## config.mk

```make
export PLATFORM = sky130hd
export DESIGN_NAME = sliding_window_sender
export DESIGN_NICKNAME = d
export VERILOG_FILES = /design/src/rtl/swsnd_pkg.sv /design/src/rtl/swsnd_store.sv /design/src/rtl/swsnd_ctrl.sv /design/src/rtl/sliding_window_sender.sv
export VERILOG_INCLUDE_DIRS = /design/src /design/src/rtl
export SDC_FILE = /design/constraint.sdc
export NUM_CORES = 1
export LEC_CHECK = 0
export BUFFER_PORTS_ARGS = -buffer_cell sky130_fd_sc_hd__buf_2
export CORE_MARGIN = 10
export CORE_UTILIZATION = 47
export DETAILED_ROUTE_END_ITERATION = 8
export GPL_ROUTABILITY_DRIVEN = 0
export GPL_TIMING_DRIVEN = 0
export HOLD_SLACK_MARGIN = 0.08
export PLACE_DENSITY = 0.68
export REMOVE_ABC_BUFFERS = 1
export SLEW_MARGIN = 40
export SYNTH_ARGS = -nofsm -noshare
export SYNTH_HDL_FRONTEND = slang
export SYNTH_SLANG_ARGS = --single-unit
```

## constraint.sdc

```tcl
create_clock -name clk -period 13.4 [get_ports clk]
set_input_delay 2.68 -clock clk [delete_from_list [all_inputs] [get_ports clk]]
set_output_delay 2.68 -clock clk [all_outputs]
set_load 0.02 [all_outputs]
```

## src/rtl/sliding_window_sender_assert.svh

```systemverilog
// Assertion macros shared by the sliding window sender.
// Both sample on clk and are switched off while arst_n is low.
`ifndef SLIDING_WINDOW_SENDER_ASSERT_SVH
`define SLIDING_WINDOW_SENDER_ASSERT_SVH

// The consequent must hold in the same cycle as the trigger.
`define SWS_ASSERT_SAME(lbl, trig, cons, msg) \
	lbl: assert property (@(posedge clk) disable iff (!arst_n) (trig) |-> (cons)) \
		else $error(msg);

// The consequent must hold in the cycle after the trigger.
`define SWS_ASSERT_NEXT(lbl, trig, cons, msg) \
	lbl: assert property (@(posedge clk) disable iff (!arst_n) (trig) |=> (cons)) \
		else $error(msg);

`endif

```

## src/rtl/swsnd_pkg.sv

```systemverilog
`timescale 1ns / 1ps

package swsnd_pkg;

	localparam int CMD_W     = 2;
	localparam int ACK_W     = 3;
	localparam int SEQ_OUT_W = 3;
	localparam int DATA_W    = 64;
	localparam int TIMER_W   = 2;
	localparam int DUP_W     = 2;
	// Wide enough to compare any sequence pointer with an ack number.
	localparam int CMP_W     = 9;
	localparam int ACK_VALUES = 8;

	localparam logic [CMD_W-1:0] CMD_SEND    = 2'd0;
	localparam logic [CMD_W-1:0] CMD_ACK     = 2'd1;
	localparam logic [CMD_W-1:0] CMD_TIMEOUT = 2'd2;

	localparam logic [TIMER_W-1:0] TMR_NONE    = 2'd0;
	localparam logic [TIMER_W-1:0] TMR_START   = 2'd1;
	localparam logic [TIMER_W-1:0] TMR_STOP    = 2'd2;
	localparam logic [TIMER_W-1:0] TMR_RESTART = 2'd3;

	localparam logic [DUP_W-1:0] DUP_TRIGGER = 2'd3;

	typedef struct packed {
		logic               send_accepted;
		logic               transmit;
		logic               is_retransmit;
		logic [TIMER_W-1:0] timer_action;
		logic               ack_advanced;
		logic               window_full;
	} result_flags_t;

endpackage

```

## src/rtl/swsnd_store.sv

```systemverilog
`timescale 1ns / 1ps

module swsnd_store #(
	parameter int DEPTH = 8,
	parameter int AW    = 3,
	parameter int DW    = 64
) (
	input  logic          clk,
	input  logic          arst_n,
	input  logic          wr_en,
	input  logic [AW-1:0] wr_addr,
	input  logic [DW-1:0] wr_data,
	input  logic [AW-1:0] rd_addr,
	output logic [DW-1:0] rd_data
);

	logic [DW-1:0]    mem [DEPTH];
	logic [DEPTH-1:0] valid_q;
	logic [DW-1:0]    rd_q;
	logic             rd_valid_q;
	logic             byp_q;
	logic [DW-1:0]    byp_data_q;

	always_ff @(posedge clk) begin
		if (wr_en) begin
			mem[wr_addr] <= wr_data;
		end
		rd_q       <= mem[rd_addr];
		byp_data_q <= wr_data;
	end

	// Entries never written since reset read as zero.
	always_ff @(posedge clk or negedge arst_n) begin
		if (!arst_n) begin
			valid_q    <= '0;
			rd_valid_q <= 1'b0;
			byp_q      <= 1'b0;
		end else begin
			if (wr_en) begin
				valid_q[wr_addr] <= 1'b1;
			end
			rd_valid_q <= valid_q[rd_addr];
			byp_q      <= wr_en && (wr_addr == rd_addr);
		end
	end

	assign rd_data = byp_q ? byp_data_q : (rd_valid_q ? rd_q : '0);

endmodule

```

## src/rtl/swsnd_ctrl.sv

```systemverilog
`timescale 1ns / 1ps

module swsnd_ctrl #(
	parameter int SEQ_SPACE    = 8,
	parameter int WINDOW_SIZE  = 4,
	parameter int PAYLOAD_BITS = 64,
	parameter int PW           = 3
) (
	input  logic                               clk,
	input  logic                               arst_n,
	input  logic                               fire,
	input  logic [swsnd_pkg::CMD_W-1:0]        cmd,
	input  logic [PAYLOAD_BITS-1:0]            payload,
	input  logic [swsnd_pkg::ACK_W-1:0]        ack,
	input  logic                               ack_ok,
	input  logic [PAYLOAD_BITS-1:0]            rd_data,
	output logic                               wr_en,
	output logic [PW-1:0]                      wr_addr,
	output logic [PAYLOAD_BITS-1:0]            wr_data,
	output logic [PW-1:0]                      rd_addr,
	output swsnd_pkg::result_flags_t           flags,
	output logic [swsnd_pkg::SEQ_OUT_W-1:0]    tx_seq,
	output logic [PAYLOAD_BITS-1:0]            tx_data
);

	localparam int WMOD = WINDOW_SIZE % SEQ_SPACE;

	logic [PW-1:0]                     base_q;
	logic [PW-1:0]                     next_q;
	logic [swsnd_pkg::DUP_W-1:0]       dup_q;
	logic [PW-1:0]                     base_nx;
	logic [PW-1:0]                     next_nx;
	logic [swsnd_pkg::DUP_W-1:0]       dup_nx;
	logic [PW-1:0]                     next_inc;
	logic [PW:0]                       end_sum;
	logic [PW-1:0]                     end_now;
	logic [PW:0]                       end_sum_nx;
	logic [PW-1:0]                     end_nx;
	logic                              full_now;
	logic [swsnd_pkg::CMP_W-1:0]       ack_x;
	logic [swsnd_pkg::CMP_W-1:0]       base_x;
	logic [swsnd_pkg::CMP_W-1:0]       end_x;
	logic                              in_win;
	logic [PW-1:0]                     ack_next_tbl [swsnd_pkg::ACK_VALUES];
	logic                              send_ok;
	logic                              xmit;
	logic                              retx;
	logic                              adv;
	logic [swsnd_pkg::TIMER_W-1:0]     timer;
	logic [PW-1:0]                     seq;
	logic [swsnd_pkg::CMP_W-1:0]       seq_x;

	// Base pointer after an ack of k: (k + 1) mod SEQ_SPACE.
	for (genvar k = 0; k < swsnd_pkg::ACK_VALUES; k++) begin : g_ack_next
		assign ack_next_tbl[k] = PW'((k + 1) % SEQ_SPACE);
	end

	assign next_inc = (next_q == PW'(SEQ_SPACE - 1)) ? '0 : next_q + PW'(1);

	// Window end, one compare and subtract since base + WMOD < 2 * SEQ_SPACE.
	assign end_sum  = {1'b0, base_q} + (PW+1)'(WMOD);
	assign end_now  = (end_sum >= (PW+1)'(SEQ_SPACE)) ?
		PW'(end_sum - (PW+1)'(SEQ_SPACE)) : end_sum[PW-1:0];
	assign full_now = (end_now == next_q);

	assign ack_x  = swsnd_pkg::CMP_W'(ack);
	assign base_x = swsnd_pkg::CMP_W'(base_q);
	assign end_x  = swsnd_pkg::CMP_W'(end_now);
	assign in_win = (base_x < end_x) ? (ack_x >= base_x && ack_x < end_x)
	                                 : (ack_x >= base_x || ack_x < end_x);

	always_comb begin
		send_ok = 1'b0;
		xmit    = 1'b0;
		retx    = 1'b0;
		adv     = 1'b0;
		timer   = swsnd_pkg::TMR_NONE;
		seq     = '0;
		tx_data = '0;
		base_nx = base_q;
		next_nx = next_q;
		dup_nx  = dup_q;
		case (cmd)
			swsnd_pkg::CMD_SEND: begin
				if (!full_now) begin
					send_ok = 1'b1;
					xmit    = 1'b1;
					seq     = next_q;
					tx_data = payload;
					next_nx = next_inc;
					if (base_q == next_q) begin
						timer = swsnd_pkg::TMR_START;
					end
				end
			end
			swsnd_pkg::CMD_ACK: begin
				if (ack_ok) begin
					if (in_win) begin
						base_nx = ack_next_tbl[ack];
						dup_nx  = '0;
						adv     = 1'b1;
						timer   = (base_nx != next_q) ? swsnd_pkg::TMR_RESTART
						                              : swsnd_pkg::TMR_STOP;
					end else begin
						dup_nx = dup_q + swsnd_pkg::DUP_W'(1);
						if (dup_nx == swsnd_pkg::DUP_TRIGGER) begin
							xmit    = 1'b1;
							retx    = 1'b1;
							seq     = base_q;
							tx_data = rd_data;
						end
					end
				end
			end
			swsnd_pkg::CMD_TIMEOUT: begin
				xmit    = 1'b1;
				retx    = 1'b1;
				seq     = base_q;
				tx_data = rd_data;
				timer   = swsnd_pkg::TMR_RESTART;
			end
			default: begin
			end
		endcase
	end

	assign end_sum_nx = {1'b0, base_nx} + (PW+1)'(WMOD);
	assign end_nx     = (end_sum_nx >= (PW+1)'(SEQ_SPACE)) ?
		PW'(end_sum_nx - (PW+1)'(SEQ_SPACE)) : end_sum_nx[PW-1:0];

	assign seq_x  = swsnd_pkg::CMP_W'(seq);
	assign tx_seq = seq_x[swsnd_pkg::SEQ_OUT_W-1:0];

	assign flags = '{
		send_accepted: send_ok,
		transmit:      xmit,
		is_retransmit: retx,
		timer_action:  timer,
		ack_advanced:  adv,
		window_full:   (end_nx == next_nx)
	};

	assign wr_en   = fire && send_ok;
	assign wr_addr = next_q;
	assign wr_data = payload;
	// The store is read at the base that the next request will see.
	assign rd_addr = fire ? base_nx : base_q;

	always_ff @(posedge clk or negedge arst_n) begin
		if (!arst_n) begin
			base_q <= '0;
			next_q <= '0;
			dup_q  <= '0;
		end else if (fire) begin
			base_q <= base_nx;
			next_q <= next_nx;
			dup_q  <= dup_nx;
		end
	end

endmodule

```

## src/rtl/sliding_window_sender.sv

```systemverilog
`timescale 1ns / 1ps
// Sender side of a cumulative-ack sliding window with fast retransmit.
// Requests come in on the in_valid / in_ready channel: command selects a
// send of payload, an arriving ack (ack_number, ack_checksum_ok) or a timer
// expiry. Every request yields exactly one result on out_valid / out_ready,
// carrying the send status, the packet to transmit if any, the timer action
// and the window state after the request.
// A request passes through the request register and then the result
// register before its result shows on out_valid. Throughput is one request
// per cycle while results are taken, bounded by the single read port of the
// packet store, which is read ahead at the base the next request will see.
// Reset clears the pointers, the duplicate count and the store's valid bits,
// so every stored packet reads as zero until written. No clearing pass is
// needed and requests are taken in the first cycle after reset.
// When the receiver stalls, the result is held, one more request waits in
// the request register, and in_ready drops until the result is taken.
module sliding_window_sender #(
	parameter int SEQ_SPACE    = 8,
	parameter int WINDOW_SIZE  = 4,
	parameter int PAYLOAD_BITS = 64
) (
	input  logic                                clk,
	input  logic                                arst_n,
	input  logic                                in_valid,
	output logic                                in_ready,
	input  logic [swsnd_pkg::CMD_W-1:0]         command,
	input  logic [swsnd_pkg::DATA_W-1:0]        payload,
	input  logic [swsnd_pkg::ACK_W-1:0]         ack_number,
	input  logic                                ack_checksum_ok,
	output logic                                out_valid,
	input  logic                                out_ready,
	output logic                                send_accepted,
	output logic                                transmit,
	output logic                                is_retransmit,
	output logic [swsnd_pkg::SEQ_OUT_W-1:0]     tx_sequence,
	output logic [swsnd_pkg::DATA_W-1:0]        tx_data,
	output logic [swsnd_pkg::TIMER_W-1:0]       timer_action,
	output logic                                ack_advanced,
	output logic                                window_full
);

`include "sliding_window_sender_assert.svh"

	localparam int PW = $clog2(SEQ_SPACE);

	logic                            valid_s1;
	logic [swsnd_pkg::CMD_W-1:0]     cmd_s1;
	logic [PAYLOAD_BITS-1:0]         payload_s1;
	logic [swsnd_pkg::ACK_W-1:0]     ack_s1;
	logic                            ack_ok_s1;

	logic                            out_valid_q;
	swsnd_pkg::result_flags_t        flags_q;
	logic [swsnd_pkg::SEQ_OUT_W-1:0] tx_seq_q;
	logic [swsnd_pkg::DATA_W-1:0]    tx_data_q;

	logic                            out_take;
	logic                            fire;
	logic                            wr_en;
	logic [PW-1:0]                   wr_addr;
	logic [PAYLOAD_BITS-1:0]         wr_data;
	logic [PW-1:0]                   rd_addr;
	logic [PAYLOAD_BITS-1:0]         rd_data;
	swsnd_pkg::result_flags_t        flags;
	logic [swsnd_pkg::SEQ_OUT_W-1:0] tx_seq;
	logic [PAYLOAD_BITS-1:0]         tx_data_c;

	assign out_take = !out_valid_q || out_ready;
	assign fire     = valid_s1 && out_take;
	assign in_ready = !valid_s1 || out_take;

	always_ff @(posedge clk or negedge arst_n) begin
		if (!arst_n) begin
			valid_s1 <= 1'b0;
		end else if (in_ready) begin
			valid_s1 <= in_valid;
		end
	end

	always_ff @(posedge clk) begin
		if (in_ready && in_valid) begin
			cmd_s1     <= command;
			payload_s1 <= payload[PAYLOAD_BITS-1:0];
			ack_s1     <= ack_number;
			ack_ok_s1  <= ack_checksum_ok;
		end
	end

	swsnd_store #(
		.DEPTH (SEQ_SPACE),
		.AW    (PW),
		.DW    (PAYLOAD_BITS)
	) u_store (
		.clk     (clk),
		.arst_n  (arst_n),
		.wr_en   (wr_en),
		.wr_addr (wr_addr),
		.wr_data (wr_data),
		.rd_addr (rd_addr),
		.rd_data (rd_data)
	);

	swsnd_ctrl #(
		.SEQ_SPACE    (SEQ_SPACE),
		.WINDOW_SIZE  (WINDOW_SIZE),
		.PAYLOAD_BITS (PAYLOAD_BITS),
		.PW           (PW)
	) u_ctrl (
		.clk     (clk),
		.arst_n  (arst_n),
		.fire    (fire),
		.cmd     (cmd_s1),
		.payload (payload_s1),
		.ack     (ack_s1),
		.ack_ok  (ack_ok_s1),
		.rd_data (rd_data),
		.wr_en   (wr_en),
		.wr_addr (wr_addr),
		.wr_data (wr_data),
		.rd_addr (rd_addr),
		.flags   (flags),
		.tx_seq  (tx_seq),
		.tx_data (tx_data_c)
	);

	always_ff @(posedge clk or negedge arst_n) begin
		if (!arst_n) begin
			out_valid_q <= 1'b0;
		end else if (out_take) begin
			out_valid_q <= valid_s1;
		end
	end

	always_ff @(posedge clk) begin
		if (fire) begin
			flags_q   <= flags;
			tx_seq_q  <= tx_seq;
			tx_data_q <= swsnd_pkg::DATA_W'(tx_data_c);
		end
	end

	assign out_valid     = out_valid_q;
	assign send_accepted = flags_q.send_accepted;
	assign transmit      = flags_q.transmit;
	assign is_retransmit = flags_q.is_retransmit;
	assign tx_sequence   = tx_seq_q;
	assign tx_data       = tx_data_q;
	assign timer_action  = flags_q.timer_action;
	assign ack_advanced  = flags_q.ack_advanced;
	assign window_full   = flags_q.window_full;

	`SWS_ASSERT_SAME(a_send_is_fresh, out_valid_q && flags_q.send_accepted,
		flags_q.transmit && !flags_q.is_retransmit, "accepted send not a fresh transmit")
	`SWS_ASSERT_SAME(a_advance_timer, out_valid_q && flags_q.ack_advanced,
		!flags_q.transmit && (flags_q.timer_action == swsnd_pkg::TMR_STOP ||
		flags_q.timer_action == swsnd_pkg::TMR_RESTART), "advancing ack with bad timer action")
	`SWS_ASSERT_NEXT(a_timeout_resend, fire && cmd_s1 == swsnd_pkg::CMD_TIMEOUT,
		out_valid_q && flags_q.is_retransmit &&
		flags_q.timer_action == swsnd_pkg::TMR_RESTART, "timeout did not resend base")

endmodule

```

## Word-level counts from Yosys, hierarchy flattened

Memory sizes are Yosys's and may differ from the RTL's. A register that Yosys moved wholly into a read port is not among the register bits.
Cells that the tools add are included.
W data, S select, Z words.

| storage, ports and cells | value |
|---|---|
| flip-flop bits (word level) | 228 |
| RAM bits | 512 |
| ROM bits | 24 |
| input port bits | 74 |
| output and inout port bits | 76 |
| logic and storage cells | 108 |
| memories kept | 2 |

| operators by class | value |
|---|---|
| $add $sub $neg | 6 |
| $lt $le $gt $ge | 9 |
| eq/ne operators | 9 |
| muxes and demuxes | 45 |
| bitwise operators | 2 |
| reductions and logical operators | 14 |

Memory list:

| name | depth | width | rd ports | clocked after memory_dff | write ports | RTL line | source |
|---|---|---|---|---|---|---|---|
| u_store.mem | 8 | 64 | 1 | 1 | 1 | swsnd_store.sv:17 | `logic [DW-1:0] mem [DEPTH];` |
| (no name shown) | 8 | 3 | 1 | 0 | 0 | swsnd_ctrl.sv:99 | `base_nx = ack_next_tbl[ack];` |

Operator list:

| kind | count |
|---|---|
| $mux W64 | 6 |
| $pmux W64 S3 | 1 |
| $mux W3 | 15 |
| $mux W1 | 13 |
| $eq A3 B3 Y1 | 4 |
| $ge A4 B4 Y1 const B | 3 |
| $pmux W3 S3 | 1 |
| $add A3 B3 Y4 const B | 2 |
| $lt A3 B4 Y1 const B | 2 |
| $mux W2 | 4 |
| $or A8 B8 Y8 | 1 |
| $logic_and A1 B1 Y1 | 6 |
| $lt A3 B3 Y1 | 2 |
| $pmux W2 S3 | 1 |
| $sub A3 B1 Y3 const B | 2 |
| $eq A2 B2 Y1 const B | 2 |
| $not A3 Y4 | 1 |
| $add A3 B1 Y3 const B | 1 |
| $bmux W1 S3 | 1 |
| $demux W1 S3 | 1 |
| $eq A3 B3 Y1 const B | 1 |
| $ge A3 B1 Y1 const B | 1 |
| $ge A3 B3 Y1 | 1 |
| $logic_or A1 B1 Y1 | 3 |
| other kinds (9) | 10 |

## Depth between registers and ports, before layout

Gate-level depths: netlist of run 1.

| depth | value |
|---|---|
| depth in word-level cells | 13 |
| gate-level depth with buffers | 13 |
| mapped depth without buffers | 10 |

## Cells and area by module

Synthesis of run 1 repeated with hierarchy kept, for this count alone.

| second synthesis, totals | value |
|---|---|
| cells, all modules | 1,551 |
| area total of the unflattened synthesis | 29,821.1 um^2 |

By module, submodules not included:

| module | times used | cells each | area an instance (um^2) | seq. area each (um^2) |
|---|---|---|---|---|
| swsnd_store | 1 | 992 | 22,892.0 | 18,187.4 |
| sliding_window_sender | 1 | 152 | 4,428.0 | 4,374.2 |
| swsnd_ctrl | 1 | 407 | 2,501.1 | 200.2 |

## Worst setup path before layout of run 1

No wires, ideal clock.

| path | value |
|---|---|
| path kind | input-to-reg |
| start point | in out_ready |
| end point | reg u_store.valid_q[0] |
| setup time | 103 ps |
| arrival | 12,520 ps |
| data required time | 13,297 ps |
| slack | 777 ps |
| stages on the path | 6 |
| path buffers | 1 |
| path through | nand2b_1 > and2_1 > clkbuf_1 > nand2_1 > nor4_1 > or2_2 |

| between the ends | value |
|---|---|
| longest elaborated chain between the ends | 3 |

RTL lines:

| element | RTL line | source |
|---|---|---|
| from (decl) | sliding_window_sender.sv:31 | `input logic out_ready,` |
| $logic_or A1 B1 Y1 | sliding_window_sender.sv:68 | `assign out_take = !out_valid_q \|\| out_ready;` |
| $logic_and A1 B1 Y1 | sliding_window_sender.sv:69 | `assign fire = valid_s1 && out_take;` |
| named net fire | sliding_window_sender.sv:58 | `logic fire;` |
| $logic_and A1 B1 Y1 | swsnd_ctrl.sv:143 | `assign wr_en = fire && send_ok;` |
| to (signal assigned) | swsnd_store.sv:35 | `valid_q <= '0;` |
| to (signal, indexed assignment) | swsnd_store.sv:40 | `valid_q[wr_addr] <= 1'b1;` |
| to (decl) | swsnd_store.sv:18 | `logic [DEPTH-1:0] valid_q;` |

The timed path passes the listed nets, and every way through them passes these cells.
A chain may end at the register's enable or synchronous reset.

## Worst setup path after layout of run 1

| path | value |
|---|---|
| start point | in out_ready |
| end point | out in_ready |

| between the ends | value |
|---|---|
| longest elaborated chain between the ends | 2 |

RTL lines:

| element | RTL line | source |
|---|---|---|
| $logic_or A1 B1 Y1 | sliding_window_sender.sv:68 |  |
| $logic_or A1 B1 Y1 | sliding_window_sender.sv:70 | `assign in_ready = !valid_s1 \|\| out_take;` |
| to (decl) | sliding_window_sender.sv:25 | `output logic in_ready,` |

No other way between the ends.

==> impl_metrics.json, run 1 <==
{
  "max_cap_viol_count": 0,
  "max_stage_delay_ns": 0.19,
  "cts_root_buf": "clkbuf_16",
  "grt_setup_unrepaired": "no",
  "hp-class": "reg2reg",
  "p_switching_mw": 1.44,
  "hold_path.startpoint": "u_store.valid_q[0]$_DFFE_PN0P_",
  "clockBufferDepth": 3,
  "layout_min_cycle_time_ns": 5.83,
  "ys_ff_latch": 804,
  "via_count": 15300,
  "fp.dieArea_mm2": 0.0733,
  "leakage_nw": 13.5,
  "clock_latency_ns": 0.61,
  "fin_skew_ns": 0.0182,
  "synth_ff_type": "edfxtp_1",
  "crit_top_cell": "buf_2",
  "hold_path_end": "u_store.valid_q[0]$_DFFE_PN0P_",
  "cp.required_ns": 10.72,
  "ys_seq_area_share_pct": 77.0,
  "ant_nets": 0,
  "cts_resized": 0,
  "drt-initial-drc-count": 1413,
  "areaGrowthSynthToFinish_pct": 18.6,
  "viasPerCell": 5.50,
  "clk_pin_slew_ns": 0.06,
  "cp_top_family": "buffers and inverters",
  "path_cells": "buf_2 -> nand3b_1 -> buf_2",
  "synth_area_mm2": 0.0296,
  "cts_setup_buffers": 0,
  "clkSinkCount": 804,
  "worst_pin_slew_ns": 0.663,
  "cts_made_buffers": 78,
  "status": "complete, no violations",
  "ys_warn_count": 0,
  "drive_gt1_share_pct": 28.9,
  "ctsHoldBuffers": 0,
  "dp.final_hpwl_um": 42300,
  "final_nets": 1960,
  "p_int_mw": 4.51,
  "synth_edf_count": 656,
  "worstPathArrival_ns": 3.15,
  "vdd_ir_drop_max_mv": 0.0827,
  "coreArea_mm2": 0.0619,
  "first_pass_iters": 5,
  "finalSetupViolCount": 0,
  "synth_top_cells_by_area": "edfxtp_1 (67%), dfxtp_1 (8.7%), mux2i_1 (4.6%)",
  "worstHoldPathCells": 1,
  "wire_per_inst_um": 23.0,
  "rrSetupSlack_ns": 9.39,
  "min_period_over_period_pct": 43.5,
  "start_util_pct": 47.7,
  "power_frac_seq_pct": 50.7,
  "die_w_um": 271,
  "grt_max_degree": 66,
  "wl_um": 63700,
  "final-hold-violation-count": 0,
  "power.share.switching_pct": 24.1,
  "fp-row-count": 91,
  "io_buffers": 149,
  "design_area_mm2": 0.0351,
  "htree_levels": 3,
  "io_pins": 150,
  "gr-total-overflow": 0,
  "drc": 0,
  "final_common_cell": "edfxtp_1",
  "power_density_mw_per_mm2": 170,
  "cp-start-kind": "input pin",
  "path_max_fanout": 3,
  "antenna_found_initial": 2,
  "grt_pass1_vias": 15900,
  "final_cell_mix": "edfxtp_1 (656), buf_2 (190), mux2i_1 (136)",
  "crit_type": "in2out",
  "cp_slowest_cell": "buf_2",
  "synth_top_area_share_pct": 66.6,
  "r2r_cells": 12,
  "placed_area_mm2": 0.0324,
  "async_flop_share_pct": 2.49,
  "worst-path-buf-inv": 2,
  "r2r-end": "u_store.mem[0][29]$_DFFE_PP_",
  "yosysUniqueCellTypes": 49,
  "grt_pass1_wl_um": 97400,
  "max-slew-margin-rel_pct": 55.5,
  "end_kind": "output port",
  "total_power_mw": 5.95,
  "grtUsageTotal_pct": 17.1,
  "combPwrFrac_pct": 12.2,
  "yosys.area.top_type": "edfxtp_1",
  "final_max_slew_viol_count": 0,
  "syn-mean-instance-area_um2": 18.3,
  "setup_tns_ns": 0,
  "fmax_mhz": 171,
  "postSynthCellCount": 1618,
  "rr_startpoint": "u_ctrl.wr_addr[0]$_DFFE_PN0P_",
  "cts_tree": "built",
  "die_h_um": 271,
  "insertedDiodeCount": 0,
  "power_frac_clock_pct": 37.2
}
[per-stage QoR]
| stage | util (%) | worst slack, ns | instances | hold slack [ns] |
|---|---|---|---|---|
| finish | 56.6 | 7.57 | 2777 | 0.463 |
| global route | 56.6 | 7.52 | 2777 | 0.474 |
| CTS | 56.6 | 7.57 | 2777 | 0.465 |
| detailed placement | 52.3 | 7.58 | 2631 | 0.450 |
| global placement | 49.8 | -8.12 | 2506 | 0.447 |
| floorplan | - | 1.21 | 1520 | 0.433 |
[registers in the layout, summed over array words and instances (netlist names), 2 cells and up]
name	count
u_store.mem	512
payload_s1	64
tx_data	64
u_store.byp_data_q	64
u_store.rd_q	64
u_store.valid_q	8
ack_s1	3
tx_sequence	3
u_ctrl.base_q	3
u_ctrl.wr_addr	3
cmd_s1	2
timer_action	2
u_ctrl.dup_q	2
[synth_stat cells (all sizes together) (11+ instances only)]
cell type  count
a221oi        65
mux2         133
dfxtp        128
ha            12
clkbuf        51
buf           47
edfxtp       656
a22o          65
nor2          78
o22ai         65
mux2i        136
a22oi         66
dfrtp         20
nand2         11
[power by group through the flow]
stage / registers [mW] / clock network (mW) / logic, mW
floorplan: 3.07 / 0 / 0.402
global placement: 3.08 / 0 / 0.677
detailed placement: 3.06 / 0 / 0.730
CTS: 3.01 / 2.26 / 0.738
global route: 3.03 / 2.36 / 0.789
finish: 3.01 / 2.21 / 0.725
[area by class of cell]
type | instances | area (um^2)
multi-input combinational | 706 | 6350
inverter | 10 | 45.0
timing repair buffer | 274 | 2200
tap | 837 | 1050
clock inverter | 41 | 385
fill | 4670 | 26900
clock buffer | 105 | 2260
sequential | 804 | 22800
[logic make-up (layout without fill, tap and decap cells)]
kind of cell | count (synthesis) | after routing | synth area share (%)
fa+ha+maj | 12 | 12 | 0.508
buf+inv | 108 | 430 | 1.92
xor+xnor | 13 | 13 | 0.385
flops | 804 | 804 | 77.0
simple gates | 128 | 128 | 1.98
mux | 269 | 269 | 10.4
compound gates | 284 | 284 | 7.76
[how the worst max path moves through the flow]
stage / start / endpoint / slack, ns / depth (start not counted)
5_1_grt: out_ready / in_ready / 7.52 / 3
6_report: out_ready / in_ready / 7.57 / 3
3_5_place_dp: out_ready / in_ready / 7.58 / 3
4_1_cts: out_ready / in_ready / 7.57 / 3
2_1_floorplan: out_ready / u_store.valid_q[0]$_DFFE_PN0P_ / 1.21 / 5
3_3_place_gp: u_ctrl.wr_addr[0]$_DFFE_PN0P_ / u_store.valid_q[0]$_DFFE_PN0P_ / -8.12 / 6
[layer usage]
layer  vias up  routed length, um  track usage, %
met5         -                  7               0
met4         2               1360            5.44
met3        92               3850            3.26
met2       472              31600            28.9
met1      7741              26900            22.1
li1       6958                  -               -
(Power assumes the default switching activity.)
==> inputs of run 2 (changes only) <==
--- a/config.mk
+++ b/config.mk
@@ -6,6 +6,7 @@
 export SDC_FILE = /design/constraint.sdc
 export NUM_CORES = 1
 export LEC_CHECK = 0
+export ABC_AREA = 1
 export BUFFER_PORTS_ARGS = -buffer_cell sky130_fd_sc_hd__buf_2
 export CORE_MARGIN = 10
 export CORE_UTILIZATION = 47
==> constraint.sdc (replaced) <==
create_clock -name clk -period 6.1 [get_ports clk]
set_input_delay 1.22 -clock clk [delete_from_list [all_inputs] [get_ports clk]]
set_output_delay 1.22 -clock clk [all_outputs]
set_load 0.02 [all_outputs]
==> impl_metrics.json, run 2 <==
{
  "status": "complete, no violations",
  "yosys-top-cells-count": "nand2_1 (762), edfxtp_1 (656), nand3_1 (592)",
  "clkSinkCount": 804,
  "fmax_mhz": 250,
  "fp.dieArea_mm2": 0.0809,
  "max-slew-margin-rel_pct": 59.1,
  "htree_levels": 3,
  "min_period_over_period_pct": 65.5,
  "worst_pin_slew_ns": 0.612,
  "drt-initial-drc-count": 2070,
  "clk_pin_slew_ns": 0.06,
  "ys_warn_count": 0,
  "grt_pass1_vias": 21700,
  "design_area_mm2": 0.0385,
  "final_common_cell": "nand2_1",
  "largest_reg_flops": 512,
  "drc": 0,
  "clock_latency_ns": 0.62,
  "hp-class": "reg2reg",
  "placed_area_mm2": 0.0359,
  "vdd_ir_drop_max_mv": 0.254,
  "coreArea_mm2": 0.0689,
  "ant_nets": 0,
  "die_w_um": 284,
  "cp-start-kind": "input pin",
  "cts_setup_buffers": 0,
  "wire_per_inst_um": 19.3,
  "io_pins": 150,
  "yosys.area.top_type": "edfxtp_1",
  "drive_gt1_share_pct": 11.6,
  "insertedDiodeCount": 0,
  "start_util_pct": 47.7,
  "final-hold-violation-count": 0,
  "cp_slowest_cell": "clkinv_4",
  "final_cell_mix": "nand2_1 (758), edfxtp_1 (656), nand3_1 (592)",
  "ys_ff_latch": 804,
  "gr-total-overflow": 0,
  "final_nets": 3329,
  "async_flop_share_pct": 2.49,
  "antenna_found_initial": 4,
  "leakage_nw": 16.7,
  "ys_seq_area_share_pct": 69.3,
  "cts_made_buffers": 82,
  "grtUsageTotal_pct": 19.9,
  "crit_type": "in2reg",
  "worstPathArrival_ns": 4.56,
  "die_h_um": 284,
  "fill_cells": 5631,
  "dpl.cell_count": 4090,
  "synth_ff_type": "edfxtp_1",
  "cp.required_ns": 6.66,
  "finalSetupViolCount": 0,
  "max_stage_delay_ns": 0.55,
  "grt_max_degree": 72,
  "cts_root_buf": "clkbuf_16",
  "first_pass_iters": 5,
  "synth_area_mm2": 0.0329,
  "fin_skew_ns": 0.0172,
  "power_density_mw_per_mm2": 423,
  "path_max_fanout": 57,
  "final_max_slew_viol_count": 0,
  "wl_um": 81900,
  "yosysMostFrequentCell": "nand2_1",
  "path_cells": "buf_2 -> inv_1 -> nand2_1 -> nand2_1 -> clkinv_4 -> nand3_4 -> buf_12 -> buf_12 -> nand2_8 -> buf_16 -> buf_16 -> nand2_1 -> nand3_1 -> nand2_1 -> nand2_1 -> nand2_1",
  "grt_pass1_wl_um": 126000,
  "fp-row-count": 96,
  "cts_tree": "built",
  "fin_cells": 4241,
  "synth_top_cells_by_area": "edfxtp_1 (60%), nand3_1 (9.0%), nand2_1 (8.7%)",
  "synth_edf_count": 656,
  "end_kind": "flop",
  "yosysUniqueCellTypes": 30,
  "synth_top_area_share_pct": 60.0,
  "postSynthCellCount": 3104,
  "crit_top_cell": "nand2_1",
  "max_cap_viol_count": 0,
  "syn-mean-instance-area_um2": 10.6,
  "dp.final_hpwl_um": 49000,
  "clockBufferDepth": 3,
  "viasPerCell": 5.23,
  "worst-path-buf-inv": 7,
  "via_count": 22200,
  "ctsHoldBuffers": 0,
  "grt_setup_unrepaired": "no",
  "cts_resized": 0,
  "areaGrowthSynthToFinish_pct": 17.1,
  "cp_top_family": "buffers and inverters",
  "largest-register": "u_store.mem",
  "io_buffers": 149,
  "layout_min_cycle_time_ns": 4.00
}
==> run 2: worst min-delay path: stages (launching register included) <==
cell and delay [ns]:
dfrtp_1 0.32, inv_1 0.05, o21ai_0 0.07
==> run 2: per-stage QoR <==
step | setup slack [ns] | hold WS, ns | power (mW) | setup TNS (ns) | utilization, %
CTS | 2.11 | 0.471 | 16.3 | 0 | 55.8
global route | 1.83 | 0.497 | 17.1 | 0 | 55.8
finish | 2.10 | 0.479 | 16.3 | 0 | 55.8
floorplan | -1.81 | 0.427 | 9.68 | -119.71 | -
detailed placement | 1.49 | 0.445 | 11.6 | 0 | 52.1
global placement | -8.56 | 0.436 | 11.4 | -1818.45 | 49.2
==> run 2: final cells by class <==
cell class	count	area (um^2)	area share, %
sequential	804	22800	59.2
clock buffer	108	2260	5.88
timing repair buffer	233	2540	6.61
multi-input combinational	1571	7360	19.1
tap	931	1160	3.03
clock inverter	43	280	0.728
inverter	551	2100	5.47
==> run 2: final timing paths <==
| check | from | end | slack [ns] | cells past startpoint |
|---|---|---|---|---|
| worst max-delay path | out_ready | u_store.rd_q[38]$_DFF_P_ | 2.10 | 16 |
| worst min-delay path | u_store.valid_q[7]$_DFFE_PN0P_ | u_store.valid_q[7]$_DFFE_PN0P_ | 0.48 | 2 |
| worst max register to register | out_valid$_DFFE_PN0P_ | u_store.rd_q[38]$_DFF_P_ | 2.47 | 14 |
| worst min register to register | u_store.valid_q[7]$_DFFE_PN0P_ | u_store.valid_q[7]$_DFFE_PN0P_ | 0.48 | 2 |
| max in group asynchronous | arst_n | u_store.rd_valid_q$_DFF_PN0_ | 5.11 | 1 |
| min in group asynchronous | arst_n | valid_s1$_DFFE_PN0N_ | 0.57 | 1 |
==> run 2: routing by layer <==
layer  vias to the layer above  track usage [%]  wire length [um]
li1                      10500                -                 -
met1                     10600             26.4             34000
met2                       916             32.2             38900
met3                       173             3.71              6780
met4                         4             7.53              2250
met5                         -                0                34
==> run 2: kinds of logic (layout without fill, tap and decap cells) <==
| kind of cell | Yosys count | after routing | share of synthesized area, % |
|---|---|---|---|
| adder cells (fa/ha/maj) | 12 | 12 | 0.457 |
| AND/OR/NAND/NOR | 1389 | 1389 | 18.3 |
| AO/OA/AOI/OAI | 163 | 163 | 3.03 |
| flip-flops | 804 | 804 | 69.3 |
| buffers and inverters | 729 | 935 | 8.79 |
| XOR/XNOR | 7 | 7 | 0.187 |
==> run 2: where the power goes <==
group / internal (mW) / total (mW) / switching, mW
Clock: 2.70 / 4.73 / 2.03
Sequential: 6.54 / 6.84 / 0.300
Combinational: 1.56 / 4.69 / 3.13
